[config.mk]
export PLATFORM = sky130hd
export DESIGN_NAME = led_pulse_width_decoder_top
export DESIGN_NICKNAME = d
export VERILOG_FILES = /design/src/rtl/lpwd_pkg.sv /design/src/rtl/lpwd_regs.sv /design/src/rtl/lpwd_div.sv /design/src/rtl/lpwd_dp.sv /design/src/rtl/lpwd_ctrl.sv /design/src/rtl/led_pulse_width_decoder_top.sv
export SDC_FILE = /design/constraint.sdc
export NUM_CORES = 2
export LEC_CHECK = 0
export CAP_MARGIN = 40
export CORE_UTILIZATION = 25
export DETAILED_ROUTE_END_ITERATION = 6
export DONT_BUFFER_PORTS = 1
export SLEW_MARGIN = 20
export SYNTH_ARGS = -nofsm -noshare
export SYNTH_HDL_FRONTEND = slang
export SYNTH_SLANG_ARGS = --single-unit
[constraint.sdc]
create_clock -name i_clk -period 6.35 [get_ports i_clk]
set_input_delay 0.635 -clock i_clk [delete_from_list [all_inputs] [get_ports i_clk]]
set_output_delay 0.635 -clock i_clk [all_outputs]
set_load 0.02 [all_outputs]
[src/rtl/lpwd_pkg.sv]
// ---------------------------------------------------------------------------
// LED pulse-width decoder package
// Shared widths, register map, reset values, controller types and constants.
// ---------------------------------------------------------------------------
package lpwd_pkg;

    // Frame pulse limit; the counters never go beyond 15 bits
    localparam int unsigned MAX_PULSES = 16384;
    localparam int unsigned PulseCapInt = (MAX_PULSES < 32767) ? MAX_PULSES : 32767;
    localparam logic [14:0] PULSE_CAP = 15'(PulseCapInt);

    // Scaled durations: 15-bit ticks times 10-bit ns per tick
    localparam int NS_W  = 25;
    localparam int SUM_W = 31;

    // Divide by three through a reciprocal, exact for 12-bit operands
    localparam logic [11:0] DIV3_MUL   = 12'd2731;
    localparam int          DIV3_SHIFT = 13;

    // Restoring divider steps, one quotient bit per cycle
    localparam int DIV_STEPS = SUM_W;
    localparam int DIV_CNT_W = $clog2(DIV_STEPS);

    // Configuration port
    localparam int CFG_ADDR_W = 5;
    localparam int CFG_DATA_W = 32;

    typedef enum logic [2:0] {
        REG_TICK_NS          = 3'd0,
        REG_MIN_HIGH_NS      = 3'd1,
        REG_MAX_HIGH_NS      = 3'd2,
        REG_MAX_LOW_NS       = 3'd3,
        REG_ONE_SPLIT_NS     = 3'd4,
        REG_MIN_FRAME_PULSES = 3'd5
    } t_reg_idx;

    localparam logic [9:0]  RST_TICK_NS          = 10'd100;
    localparam logic [15:0] RST_MIN_HIGH_NS      = 16'd50;
    localparam logic [15:0] RST_MAX_HIGH_NS      = 16'd2000;
    localparam logic [23:0] RST_MAX_LOW_NS       = 24'd50000;
    localparam logic [15:0] RST_ONE_SPLIT_NS     = 16'd500;
    localparam logic [14:0] RST_MIN_FRAME_PULSES = 15'd10;

    typedef struct packed {
        logic [9:0]  tick_ns;
        logic [15:0] min_high_ns;
        logic [15:0] max_high_ns;
        logic [23:0] max_low_ns;
        logic [15:0] one_split_ns;
        logic [14:0] min_frame_pulses;
    } t_cfg;

    typedef enum logic [2:0] {
        ST_IDLE,
        ST_MUL,
        ST_EVAL,
        ST_DIV_ZERO,
        ST_WAIT_ZERO,
        ST_DIV_ONE,
        ST_WAIT_ONE,
        ST_SUMMARY
    } t_state;

    // Controller to datapath
    typedef struct packed {
        logic capture;
        logic mul;
        logic update;
        logic div_start;
        logic div_sel;
        logic latch_zero;
        logic latch_one;
        logic load_summary;
    } t_cmd;

    // Datapath to controller
    typedef struct packed {
        logic byte_emit;
        logic frame_end;
        logic out_free;
        logic div_busy;
    } t_sts;

endpackage

[src/rtl/lpwd_regs.sv]
// ---------------------------------------------------------------------------
// LED pulse-width decoder configuration registers
// APB-style register file holding the six decode settings.
// ---------------------------------------------------------------------------
module lpwd_regs (
    input  logic                             i_clk,
    input  logic                             i_rst_n,
    input  logic                             psel,
    input  logic                             penable,
    input  logic                             pwrite,
    input  logic [lpwd_pkg::CFG_ADDR_W-1:0]  paddr,
    input  logic [lpwd_pkg::CFG_DATA_W-1:0]  pwdata,
    output logic [lpwd_pkg::CFG_DATA_W-1:0]  prdata,
    output logic                             pready,
    output lpwd_pkg::t_cfg                   o_cfg
);

    lpwd_pkg::t_cfg   r_cfg;
    lpwd_pkg::t_reg_idx w_idx;
    logic             w_wr;

    assign w_idx  = lpwd_pkg::t_reg_idx'(paddr[lpwd_pkg::CFG_ADDR_W-1:2]);
    assign w_wr   = psel && penable && pwrite;
    assign pready = 1'b1;
    assign o_cfg  = r_cfg;

    // Write the addressed register, restore defaults on reset
    always_ff @(posedge i_clk) begin
        if (!i_rst_n) begin
            r_cfg.tick_ns          <= lpwd_pkg::RST_TICK_NS;
            r_cfg.min_high_ns      <= lpwd_pkg::RST_MIN_HIGH_NS;
            r_cfg.max_high_ns      <= lpwd_pkg::RST_MAX_HIGH_NS;
            r_cfg.max_low_ns       <= lpwd_pkg::RST_MAX_LOW_NS;
            r_cfg.one_split_ns     <= lpwd_pkg::RST_ONE_SPLIT_NS;
            r_cfg.min_frame_pulses <= lpwd_pkg::RST_MIN_FRAME_PULSES;
        end else if (w_wr) begin
            case (w_idx)
                lpwd_pkg::REG_TICK_NS:          r_cfg.tick_ns          <= pwdata[9:0];
                lpwd_pkg::REG_MIN_HIGH_NS:      r_cfg.min_high_ns      <= pwdata[15:0];
                lpwd_pkg::REG_MAX_HIGH_NS:      r_cfg.max_high_ns      <= pwdata[15:0];
                lpwd_pkg::REG_MAX_LOW_NS:       r_cfg.max_low_ns       <= pwdata[23:0];
                lpwd_pkg::REG_ONE_SPLIT_NS:     r_cfg.one_split_ns     <= pwdata[15:0];
                lpwd_pkg::REG_MIN_FRAME_PULSES: r_cfg.min_frame_pulses <= pwdata[14:0];
                default: ;
            endcase
        end
    end

    // Read back the addressed register
    always_comb begin
        case (w_idx)
            lpwd_pkg::REG_TICK_NS:          prdata = {22'd0, r_cfg.tick_ns};
            lpwd_pkg::REG_MIN_HIGH_NS:      prdata = {16'd0, r_cfg.min_high_ns};
            lpwd_pkg::REG_MAX_HIGH_NS:      prdata = {16'd0, r_cfg.max_high_ns};
            lpwd_pkg::REG_MAX_LOW_NS:       prdata = {8'd0, r_cfg.max_low_ns};
            lpwd_pkg::REG_ONE_SPLIT_NS:     prdata = {16'd0, r_cfg.one_split_ns};
            lpwd_pkg::REG_MIN_FRAME_PULSES: prdata = {17'd0, r_cfg.min_frame_pulses};
            default:                        prdata = '0;
        endcase
    end

endmodule

[src/rtl/lpwd_div.sv]
// ---------------------------------------------------------------------------
// LED pulse-width decoder divider
// Restoring divider, one quotient bit per cycle, for the average high times.
// ---------------------------------------------------------------------------
module lpwd_div (
    input  logic                         i_clk,
    input  logic                         i_rst_n,
    input  logic                         i_start,
    input  logic [lpwd_pkg::SUM_W-1:0]   i_dividend,
    input  logic [14:0]                  i_divisor,
    output logic                         o_busy,
    output logic [lpwd_pkg::SUM_W-1:0]   o_quotient
);

    logic                             r_busy;
    logic [lpwd_pkg::DIV_CNT_W-1:0]   r_cnt;
    logic [lpwd_pkg::SUM_W-1:0]       r_quo;
    logic [14:0]                      r_rem;
    logic [14:0]                      r_dvs;
    logic [15:0]                      w_trial;
    logic [15:0]                      w_diff;
    logic                             w_qbit;

    // Trial subtract of the divisor from the shifted remainder
    assign w_trial = {r_rem, r_quo[lpwd_pkg::SUM_W-1]};
    assign w_diff  = w_trial - {1'b0, r_dvs};
    assign w_qbit  = (w_trial >= {1'b0, r_dvs});

    assign o_busy     = r_busy;
    assign o_quotient = r_quo;

    // Sequence control
    always_ff @(posedge i_clk) begin
        if (!i_rst_n) begin
            r_busy <= 1'b0;
            r_cnt  <= '0;
        end else if (i_start) begin
            r_busy <= 1'b1;
            r_cnt  <= lpwd_pkg::DIV_CNT_W'(lpwd_pkg::DIV_STEPS - 1);
        end else if (r_busy) begin
            r_cnt <= r_cnt - 1'b1;
            if (r_cnt == '0) begin
                r_busy <= 1'b0;
            end
        end
    end

    // Shift one quotient bit in per step
    always_ff @(posedge i_clk) begin
        if (i_start) begin
            r_quo <= i_dividend;
            r_rem <= '0;
            r_dvs <= i_divisor;
        end else if (r_busy) begin
            r_quo <= {r_quo[lpwd_pkg::SUM_W-2:0], w_qbit};
            r_rem <= w_qbit ? w_diff[14:0] : w_trial[14:0];
        end
    end

endmodule

[src/rtl/lpwd_dp.sv]
// ---------------------------------------------------------------------------
// LED pulse-width decoder datapath
// Pulse scaling, bit decision, frame statistics, averages and result register.
// ---------------------------------------------------------------------------
module lpwd_dp (
    input  logic            i_clk,
    input  logic            i_rst_n,
    input  lpwd_pkg::t_cfg  i_cfg,
    input  lpwd_pkg::t_cmd  i_cmd,
    output lpwd_pkg::t_sts  o_sts,
    input  logic [14:0]     i_high_ticks,
    input  logic [14:0]     i_low_ticks,
    input  logic            i_frame_end,
    output logic            o_out_valid,
    input  logic            i_out_ready,
    output logic            o_kind,
    output logic [7:0]      o_byte_value,
    output logic [10:0]     o_byte_index,
    output logic [14:0]     o_bit_total,
    output logic [11:0]     o_byte_total,
    output logic [9:0]      o_pixel_total,
    output logic [14:0]     o_zero_total,
    output logic [14:0]     o_one_total,
    output logic [15:0]     o_avg_zero_high_ns,
    output logic [15:0]     o_avg_one_high_ns,
    output logic            o_runt,
    output logic            o_last
);

    localparam int NsW  = lpwd_pkg::NS_W;
    localparam int SumW = lpwd_pkg::SUM_W;

    // Captured request and scaled durations
    logic [14:0]      r_hi_t;
    logic [14:0]      r_lo_t;
    logic             r_end;
    logic [NsW-1:0]   r_hns;
    logic [NsW-1:0]   r_lns;

    // Frame statistics
    logic [7:0]       r_shift;
    logic [14:0]      r_bit_cnt;
    logic [11:0]      r_byte_cnt;
    logic [14:0]      r_pulse_cnt;
    logic [SumW-1:0]  r_zero_sum;
    logic [SumW-1:0]  r_one_sum;
    logic [14:0]      r_zero_cnt;
    logic [14:0]      r_one_cnt;
    logic [15:0]      r_avg_zero;
    logic [15:0]      r_avg_one;

    // Result register
    logic             r_out_valid;
    logic             r_kind;
    logic [7:0]       r_byte_value;
    logic [10:0]      r_byte_index;
    logic [14:0]      r_bit_total;
    logic [11:0]      r_byte_total;
    logic [9:0]       r_pixel_total;
    logic [14:0]      r_zero_total;
    logic [14:0]      r_one_total;
    logic [15:0]      r_avg_zero_out;
    logic [15:0]      r_avg_one_out;
    logic             r_runt;
    logic             r_last;

    logic             w_live;
    logic             w_take;
    logic             w_bit;
    logic [14:0]      n_bit_cnt;
    logic [7:0]       n_shift;
    logic             w_byte_emit;
    logic             w_load_byte;
    logic [SumW:0]    w_sum_add;
    logic [SumW-1:0]  n_sum;
    logic [23:0]      w_pix_prod;
    logic [SumW-1:0]  w_div_dvd;
    logic [14:0]      w_div_dvs;
    logic             w_div_busy;
    logic [SumW-1:0]  w_div_quo;

    // Judge the scaled pulse against the window and the split
    assign w_live      = (r_pulse_cnt < lpwd_pkg::PULSE_CAP);
    assign w_take      = w_live
                         && (r_hns >= {9'd0, i_cfg.min_high_ns})
                         && (r_hns <= {9'd0, i_cfg.max_high_ns})
                         && (r_lns <= {1'b0, i_cfg.max_low_ns});
    assign w_bit       = (r_hns > {9'd0, i_cfg.one_split_ns});
    assign n_bit_cnt   = (r_bit_cnt == '1) ? r_bit_cnt : r_bit_cnt + 1'b1;
    assign n_shift     = {r_shift[6:0], w_bit};
    assign w_byte_emit = w_take && (n_bit_cnt[2:0] == 3'd0);
    assign w_load_byte = i_cmd.update && w_byte_emit;

    // Saturating add of the high time into the sum of its bit value
    assign w_sum_add = (w_bit ? {1'b0, r_one_sum} : {1'b0, r_zero_sum})
                       + {{(SumW + 1 - NsW){1'b0}}, r_hns};
    assign n_sum     = w_sum_add[SumW] ? {SumW{1'b1}} : w_sum_add[SumW-1:0];

    // Byte count divided by three
    assign w_pix_prod = {12'd0, r_byte_cnt} * {12'd0, lpwd_pkg::DIV3_MUL};

    // Share one divider between the two averages
    assign w_div_dvd = i_cmd.div_sel ? r_one_sum : r_zero_sum;
    assign w_div_dvs = i_cmd.div_sel ? r_one_cnt : r_zero_cnt;

    lpwd_div u_div (
        .i_clk      (i_clk),
        .i_rst_n    (i_rst_n),
        .i_start    (i_cmd.div_start),
        .i_dividend (w_div_dvd),
        .i_divisor  (w_div_dvs),
        .o_busy     (w_div_busy),
        .o_quotient (w_div_quo)
    );

    assign o_sts.byte_emit = w_byte_emit;
    assign o_sts.frame_end = r_end;
    assign o_sts.out_free  = !r_out_valid || i_out_ready;
    assign o_sts.div_busy  = w_div_busy;

    // Capture the request and scale both durations
    always_ff @(posedge i_clk) begin
        if (i_cmd.capture) begin
            r_hi_t <= i_high_ticks;
            r_lo_t <= i_low_ticks;
            r_end  <= i_frame_end;
        end
        if (i_cmd.mul) begin
            r_hns <= {10'd0, r_hi_t} * {15'd0, i_cfg.tick_ns};
            r_lns <= {10'd0, r_lo_t} * {15'd0, i_cfg.tick_ns};
        end
    end

    // Advance the frame statistics, clear them when the summary is loaded
    always_ff @(posedge i_clk) begin
        if (!i_rst_n || i_cmd.load_summary) begin
            r_shift     <= '0;
            r_bit_cnt   <= '0;
            r_byte_cnt  <= '0;
            r_pulse_cnt <= '0;
            r_zero_sum  <= '0;
            r_one_sum   <= '0;
            r_zero_cnt  <= '0;
            r_one_cnt   <= '0;
        end else if (i_cmd.update && w_live) begin
            r_pulse_cnt <= r_pulse_cnt + 1'b1;
            if (w_take) begin
                r_bit_cnt <= n_bit_cnt;
                if (w_bit) begin
                    r_one_sum <= n_sum;
                    r_one_cnt <= (r_one_cnt == '1) ? r_one_cnt : r_one_cnt + 1'b1;
                end else begin
                    r_zero_sum <= n_sum;
                    r_zero_cnt <= (r_zero_cnt == '1) ? r_zero_cnt : r_zero_cnt + 1'b1;
                end
                if (w_byte_emit) begin
                    r_shift    <= '0;
                    r_byte_cnt <= (r_byte_cnt == '1) ? r_byte_cnt : r_byte_cnt + 1'b1;
                end else begin
                    r_shift <= n_shift;
                end
            end
        end
    end

    // Hold the averages, zero when no bits of that value were seen
    always_ff @(posedge i_clk) begin
        if (i_cmd.latch_zero) begin
            r_avg_zero <= (r_zero_cnt == '0) ? 16'd0 : w_div_quo[15:0];
        end
        if (i_cmd.latch_one) begin
            r_avg_one <= (r_one_cnt == '0) ? 16'd0 : w_div_quo[15:0];
        end
    end

    // Result valid flag
    always_ff @(posedge i_clk) begin
        if (!i_rst_n) begin
            r_out_valid <= 1'b0;
        end else if (w_load_byte || i_cmd.load_summary) begin
            r_out_valid <= 1'b1;
        end else if (i_out_ready) begin
            r_out_valid <= 1'b0;
        end
    end

    // Load a byte or a frame summary into the result register
    always_ff @(posedge i_clk) begin
        if (w_load_byte) begin
            r_kind         <= 1'b0;
            r_byte_value   <= n_shift;
            r_byte_index   <= r_byte_cnt[10:0];
            r_bit_total    <= '0;
            r_byte_total   <= '0;
            r_pixel_total  <= '0;
            r_zero_total   <= '0;
            r_one_total    <= '0;
            r_avg_zero_out <= '0;
            r_avg_one_out  <= '0;
            r_runt         <= 1'b0;
            r_last         <= !r_end;
        end else if (i_cmd.load_summary) begin
            r_kind         <= 1'b1;
            r_byte_value   <= '0;
            r_byte_index   <= '0;
            r_bit_total    <= r_bit_cnt;
            r_byte_total   <= r_byte_cnt;
            r_pixel_total  <= w_pix_prod[lpwd_pkg::DIV3_SHIFT +: 10];
            r_zero_total   <= r_zero_cnt;
            r_one_total    <= r_one_cnt;
            r_avg_zero_out <= r_avg_zero;
            r_avg_one_out  <= r_avg_one;
            r_runt         <= (r_pulse_cnt < i_cfg.min_frame_pulses);
            r_last         <= 1'b1;
        end
    end

    assign o_out_valid        = r_out_valid;
    assign o_kind             = r_kind;
    assign o_byte_value       = r_byte_value;
    assign o_byte_index       = r_byte_index;
    assign o_bit_total        = r_bit_total;
    assign o_byte_total       = r_byte_total;
    assign o_pixel_total      = r_pixel_total;
    assign o_zero_total       = r_zero_total;
    assign o_one_total        = r_one_total;
    assign o_avg_zero_high_ns = r_avg_zero_out;
    assign o_avg_one_high_ns  = r_avg_one_out;
    assign o_runt             = r_runt;
    assign o_last             = r_last;

endmodule

[src/rtl/lpwd_ctrl.sv]
// ---------------------------------------------------------------------------
// LED pulse-width decoder controller
// Sequences capture, scaling, decode, the two divisions and the summary.
// ---------------------------------------------------------------------------
module lpwd_ctrl (
    input  logic            i_clk,
    input  logic            i_rst_n,
    input  logic            i_in_valid,
    output logic            o_in_ready,
    input  lpwd_pkg::t_sts  i_sts,
    output lpwd_pkg::t_cmd  o_cmd
);

    lpwd_pkg::t_state r_state;
    lpwd_pkg::t_state n_state;

    // State register
    always_ff @(posedge i_clk) begin
        if (!i_rst_n) begin
            r_state <= lpwd_pkg::ST_IDLE;
        end else begin
            r_state <= n_state;
        end
    end

    // Next state and commands
    always_comb begin
        n_state    = r_state;
        o_cmd      = '0;
        o_in_ready = 1'b0;
        case (r_state)
            lpwd_pkg::ST_IDLE: begin
                // take no request while reset is held
                o_in_ready = i_rst_n;
                if (i_rst_n && i_in_valid) begin
                    o_cmd.capture = 1'b1;
                    n_state       = lpwd_pkg::ST_MUL;
                end
            end
            lpwd_pkg::ST_MUL: begin
                o_cmd.mul = 1'b1;
                n_state   = lpwd_pkg::ST_EVAL;
            end
            lpwd_pkg::ST_EVAL: begin
                // hold while a completed byte has nowhere to go
                if (!i_sts.byte_emit || i_sts.out_free) begin
                    o_cmd.update = 1'b1;
                    n_state      = i_sts.frame_end ? lpwd_pkg::ST_DIV_ZERO : lpwd_pkg::ST_IDLE;
                end
            end
            lpwd_pkg::ST_DIV_ZERO: begin
                o_cmd.div_start = 1'b1;
                o_cmd.div_sel   = 1'b0;
                n_state         = lpwd_pkg::ST_WAIT_ZERO;
            end
            lpwd_pkg::ST_WAIT_ZERO: begin
                if (!i_sts.div_busy) begin
                    o_cmd.latch_zero = 1'b1;
                    n_state          = lpwd_pkg::ST_DIV_ONE;
                end
            end
            lpwd_pkg::ST_DIV_ONE: begin
                o_cmd.div_start = 1'b1;
                o_cmd.div_sel   = 1'b1;
                n_state         = lpwd_pkg::ST_WAIT_ONE;
            end
            lpwd_pkg::ST_WAIT_ONE: begin
                o_cmd.div_sel = 1'b1;
                if (!i_sts.div_busy) begin
                    o_cmd.latch_one = 1'b1;
                    n_state         = lpwd_pkg::ST_SUMMARY;
                end
            end
            lpwd_pkg::ST_SUMMARY: begin
                if (i_sts.out_free) begin
                    o_cmd.load_summary = 1'b1;
                    n_state            = lpwd_pkg::ST_IDLE;
                end
            end
            default: begin
                n_state = lpwd_pkg::ST_IDLE;
            end
        endcase
    end

endmodule

[src/rtl/led_pulse_width_decoder_top.sv]
// ---------------------------------------------------------------------------
// LED pulse-width decoder top level
// Turns captured pulse widths into bytes and per-frame summaries.
// ---------------------------------------------------------------------------
// Usage:
// - Input channel (i_in_valid/o_in_ready) takes one captured pulse per
//   request: high and low time in ticks plus a frame end mark.
// - Output channel (o_out_valid/i_out_ready) returns decoded bytes and, on
//   the frame end pulse, a summary; a byte from that pulse comes first.
// - A pulse goes through capture, one scaling multiply and decode before
//   the next is accepted; its byte is loaded into the result register at
//   decode, which holds while that register cannot take it.
// - A frame end pulse then runs the two averages in turn through one shared
//   restoring divider at one quotient bit per cycle.
// - The result register holds one result; a new pulse is taken while it
//   waits. A stalled receiver holds the block only when a further result
//   is ready to be loaded.
// - Reset (synchronous, active low) clears the frame statistics, restores
//   the register defaults and empties the result register.
// - Write configuration via the APB-style port only while idle; unchecked.
// ---------------------------------------------------------------------------
module led_pulse_width_decoder_top (
    input  logic                             i_clk,
    input  logic                             i_rst_n,
    input  logic                             psel,
    input  logic                             penable,
    input  logic                             pwrite,
    input  logic [lpwd_pkg::CFG_ADDR_W-1:0]  paddr,
    input  logic [lpwd_pkg::CFG_DATA_W-1:0]  pwdata,
    output logic [lpwd_pkg::CFG_DATA_W-1:0]  prdata,
    output logic                             pready,
    input  logic                             i_in_valid,
    output logic                             o_in_ready,
    input  logic [14:0]                      i_high_ticks,
    input  logic [14:0]                      i_low_ticks,
    input  logic                             i_frame_end,
    output logic                             o_out_valid,
    input  logic                             i_out_ready,
    output logic                             o_kind,
    output logic [7:0]                       o_byte_value,
    output logic [10:0]                      o_byte_index,
    output logic [14:0]                      o_bit_total,
    output logic [11:0]                      o_byte_total,
    output logic [9:0]                       o_pixel_total,
    output logic [14:0]                      o_zero_total,
    output logic [14:0]                      o_one_total,
    output logic [15:0]                      o_avg_zero_high_ns,
    output logic [15:0]                      o_avg_one_high_ns,
    output logic                             o_runt,
    output logic                             o_last
);

    lpwd_pkg::t_cfg w_cfg;
    lpwd_pkg::t_cmd w_cmd;
    lpwd_pkg::t_sts w_sts;

    // Configuration registers
    lpwd_regs u_regs (
        .i_clk   (i_clk),
        .i_rst_n (i_rst_n),
        .psel    (psel),
        .penable (penable),
        .pwrite  (pwrite),
        .paddr   (paddr),
        .pwdata  (pwdata),
        .prdata  (prdata),
        .pready  (pready),
        .o_cfg   (w_cfg)
    );

    // Sequencer
    lpwd_ctrl u_ctrl (
        .i_clk      (i_clk),
        .i_rst_n    (i_rst_n),
        .i_in_valid (i_in_valid),
        .o_in_ready (o_in_ready),
        .i_sts      (w_sts),
        .o_cmd      (w_cmd)
    );

    // Datapath
    lpwd_dp u_dp (
        .i_clk              (i_clk),
        .i_rst_n            (i_rst_n),
        .i_cfg              (w_cfg),
        .i_cmd              (w_cmd),
        .o_sts              (w_sts),
        .i_high_ticks       (i_high_ticks),
        .i_low_ticks        (i_low_ticks),
        .i_frame_end        (i_frame_end),
        .o_out_valid        (o_out_valid),
        .i_out_ready        (i_out_ready),
        .o_kind             (o_kind),
        .o_byte_value       (o_byte_value),
        .o_byte_index       (o_byte_index),
        .o_bit_total        (o_bit_total),
        .o_byte_total       (o_byte_total),
        .o_pixel_total      (o_pixel_total),
        .o_zero_total       (o_zero_total),
        .o_one_total        (o_one_total),
        .o_avg_zero_high_ns (o_avg_zero_high_ns),
        .o_avg_one_high_ns  (o_avg_one_high_ns),
        .o_runt             (o_runt),
        .o_last             (o_last)
    );

endmodule

==> summary.md <==
| Metric | Value |
|---|---|
| Outcome | `finished clean` |
| Initial antenna violation count | `11` |
| # Max-Cap Violations | `0` |
| FMAX | `about 0.17 GHz` |
| Worst-path fanout max | `10` |
| Worst path top cell family by delay | `adder cells` |
| Buf/Inv on CP | `3` |
| GP Congestion | `~0.89` |
| Average size of a mapped cell | `9.09 µm²` |
| Final Max Slew Viols | `0` |
| Slew @ Worst Pin | `0.967 ns` |
| Nets | `roughly 4,700` |
| Setup Skew | `0.0688 ns` |
| Number of synthesized flops with an enable pin | `~180` |
| Initial DRC count | `about 1,700` |
| Layout Area Growth over Synthesis | `12.1%` |
| Psw | `approximately 0.0033 W` |
| Number of port buffers | `0` |
| Post-synthesis sequential area ratio | `around a third` |
| Final worst path period share | `between 90% and 100%` |
| Final Non-Filler Cells | `slightly above 6,000` |
| Grt ovf | `0` |
| Final WL | `around 100,000 µm` |
| Drt first pass iters | `5` |
| Crit start category | `flop` |
| Final min period | `between 6 and 7 ns` |
| Die ar. | `between 0.15 and 0.2 mm²` |
| Worst hold path class | `input port to flop` |
| DRT antenna net count | `0` |
| Count of state elements after synthesis | `543` |
| Largest net degree at the start of global routing | `111` |
| Layout cells sized above 1 | `roughly 6.2%` |
| Final hold violations | `0` |
| Part of the power in registers | `39.6%` |
| Post-synth top area share | `19.3%` |
| Worst slew margin | `a little under two fifths` |
| Cells after synthesis | `around 4,100` |
| Drt wl/cell | `between 15 and 20 µm` |
| Sink Count | `between 500 and 600` |
| Slowest cell on crit path | `fa_1` |
| Initial Utilization | `between 20% and 30%` |
| Most used cell, CP | `fa_1` |
| Pwr Density | `approximately 250 mW/mm²` |
| Comb pwr share | `about a quarter` |
| Leading cell type by number of instances after synthesis | `nand2_1` |
| Core ar. | `roughly 0.15 mm²` |
| RSZ-0062 raised after global routing | `false` |
| Post-synth ARST share | `0%` |
| Setup CP Type | `flop to flop` |
| FF+latch area | `around 0.013 mm²` |
| P_leak | `roughly 18 nW` |
| Leading area contributor after synthesis | `dfxtp_1` |
| WP data required | `roughly 6.8 ns` |
| Synth cell count leaders | `nand2_1, inv_1, dfxtp_1` |
| Clk pin slew, worst setup/hold paths | `0.06 ns` |
| Int Pwr | `0.00713 W` |
| Critical Path AT | `6.42 ns` |
| Total number of vias | `28,351` |
| Crit-path max cell delay | `about 0.56 ns` |
| CTS tree | `built` |
| Die height | `390 µm` |
| Clk buf depth | `3` |
| Clock latency on the worst-skew pair | `0.69 ns` |
| H-tree depth | `2` |
| Final setup viols | `0` |
| Post-synth top flop | `dfxtp_1` |
| CTS buffer count | `59` |
| Synth Cell Area | `between 0.03 and 0.04 mm²` |
| CTS root buffer | `clkbuf_16` |
| Row Count | `142` |
| Total Power | `roughly 0.010 W` |
| GRT Total Usage | `a little over an eighth` |
| Final HPWL DP | `between 70,000 and 80,000 µm` |
| Clock power frac | `between 30 and 40%` |
| Switching Fraction | `a little under a third` |
| Cell variety after synth | `82` |
| # fillers | `around 16,000` |
| Setup TNS | `0 ns` |
| Critical-path cell list | `and2_1, fa_1, fa_1, fa_1, fa_1, inv_1, fa_1, inv_1, ha_1, and2_1, nand3_1, a21oi_1, o41ai_1, buf_4, o21ai_0, o211a_1, o21a_1, o21ai_0, a21oi_1, xor2_1` |
| Total number of yosys warnings | `0` |
| Multi-input logic area | `~0.023 mm²` |
| # DRC | `0` |
| Global-route wire length before repair | `163,000 µm` |
| Vias/cell | `4.61` |
| Most area-consuming cells after synthesis | `dfxtp_1, edfxtp_1, fa_1` |
| Chip width | `~390 µm` |
| Cells after DPL | `around 6,000` |
| Peak VDD IR | `between 300 and 400 µV` |
| Vias in the first global route | `27,995` |
| Top Ports | `approximately 230` |
| CP endpoint kind | `flop` |
## placed cells by master (no fill, tap or decap), types with 34 or more instances in the layout
cell type / netlist / final
and3_1: 39 / 39
nand3_1: 83 / 83
a21o_1: 49 / 49
mux2i_1: 62 / 62
o211ai_1: 34 / 34
xor2_1: 36 / 36
clkbuf_16: 0 / 64
buf_4: 9 / 62
edfxtp_1: 179 / 179
and2_1: 214 / 213
a21boi_0: 81 / 81
xnor2_1: 103 / 103
inv_1: 438 / 438
dfxtp_1: 364 / 360
a211oi_1: 35 / 35
nor2_1: 192 / 189
o21ai_0: 206 / 206
nand2_1: 663 / 661
mux2_2: 36 / 36
a21oi_1: 152 / 152
fa_1: 245 / 245
ha_1: 333 / 333
nor3_1: 67 / 66
## path summary, 6_finish.rpt
| check | start | endpoint | slack, ns | depth (start not counted) |
|---|---|---|---|---|
| setup / recovery | u_dp.r_lo_t[1] | u_dp.r_lns[23] | 0.32 | 20 |
| hold / removal | i_rst_n | u_dp.o_out_valid | 0.09 | 1 |
| setup reg to reg | u_dp.r_lo_t[1] | u_dp.r_lns[23] | 0.32 | 20 |
| hold reg to reg | u_dp.r_avg_one[4] | u_dp.o_avg_one_high_ns[4] | 0.44 | 2 |
## stage by stage
stage | cell area [µm²] | hold slack [ns] | setup WS (ns) | utilization, %
detailed placement | 40100 | 0.431 | 0.219 | 26.8
CTS | 42300 | 0.0484 | 0.181 | 28.2
finish | 42300 | 0.0922 | 0.323 | 28.2
global route | 42300 | 0.0557 | 0.00110 | 28.2
global placement | 40000 | 0.427 | 0.243 | 26.7
floorplan | 37700 | 0.418 | 0.471 | -
## cell type report
type                            count  area share (%)
Sequential cell                   543            30.0
Multi-Input combinational cell   2960            53.5
Tap cell                         2016            5.96
Inverter                          439            3.90
Clock buffer                       83            4.22
Clock inverter                     29           0.781
Timing Repair Buffer               77            1.66
Antenna cell                        2          0.0118
## cell families (layout without fill, tap and decap cells)
kind of cell,after synthesis,count (layout),share of synthesized area (%)
compound gates,712,712,11.9
xor+xnor,139,139,3.23
fa+ha+maj,578,578,24.1
buf+inv,653,628,6.71
flops,543,543,33.6
mux,98,98,2.72
other cells,2,11,0.0199
simple gates,1424,1424,17.8
## state kept, by name, indices dropped and copies added (netlist names), 16 cells and up
name / count
u_dp.r_hns: 25
u_dp.r_lns: 25
u_regs.o_cfg: 97
u_dp.r_avg_zero: 16
u_dp.u_div.o_quotient: 31
u_dp.r_avg_one: 16
u_dp.o_avg_zero_high_ns: 16
u_dp.o_avg_one_high_ns: 16
u_dp.r_zero_sum: 31
u_dp.r_one_sum: 31
## repair_timing
item / in CTS / in global routing
hold endpoints to repair: 1 / 0
gates resized for setup: 0 / 6
buffers inserted: 0 / 1
endpoints found under the setup margin: 0 / 2
hold buffers: 1 / 0
## power groups by stage
stage                     registers (W)  clock network (W)  logic (W)
after global routing            0.00415            0.00394    0.00298
after detailed placement        0.00420                  0    0.00261
after global placement          0.00420                  0    0.00254
final                           0.00413            0.00370    0.00260
after CTS                       0.00413            0.00380    0.00263
after floorplan                 0.00408                  0    0.00204
## routing by layer
metal | vias to the layer above | track usage, % | routed length, µm
met3 | 151 | 2.06 | 5640
met5 | - | 0 | 40
met4 | 6 | 3.81 | 2840
met1 | 13742 | 18.2 | 47100
li1 | 13759 | - | -
met2 | 693 | 22.4 | 48400
Power figures use the tool's default switching activity.
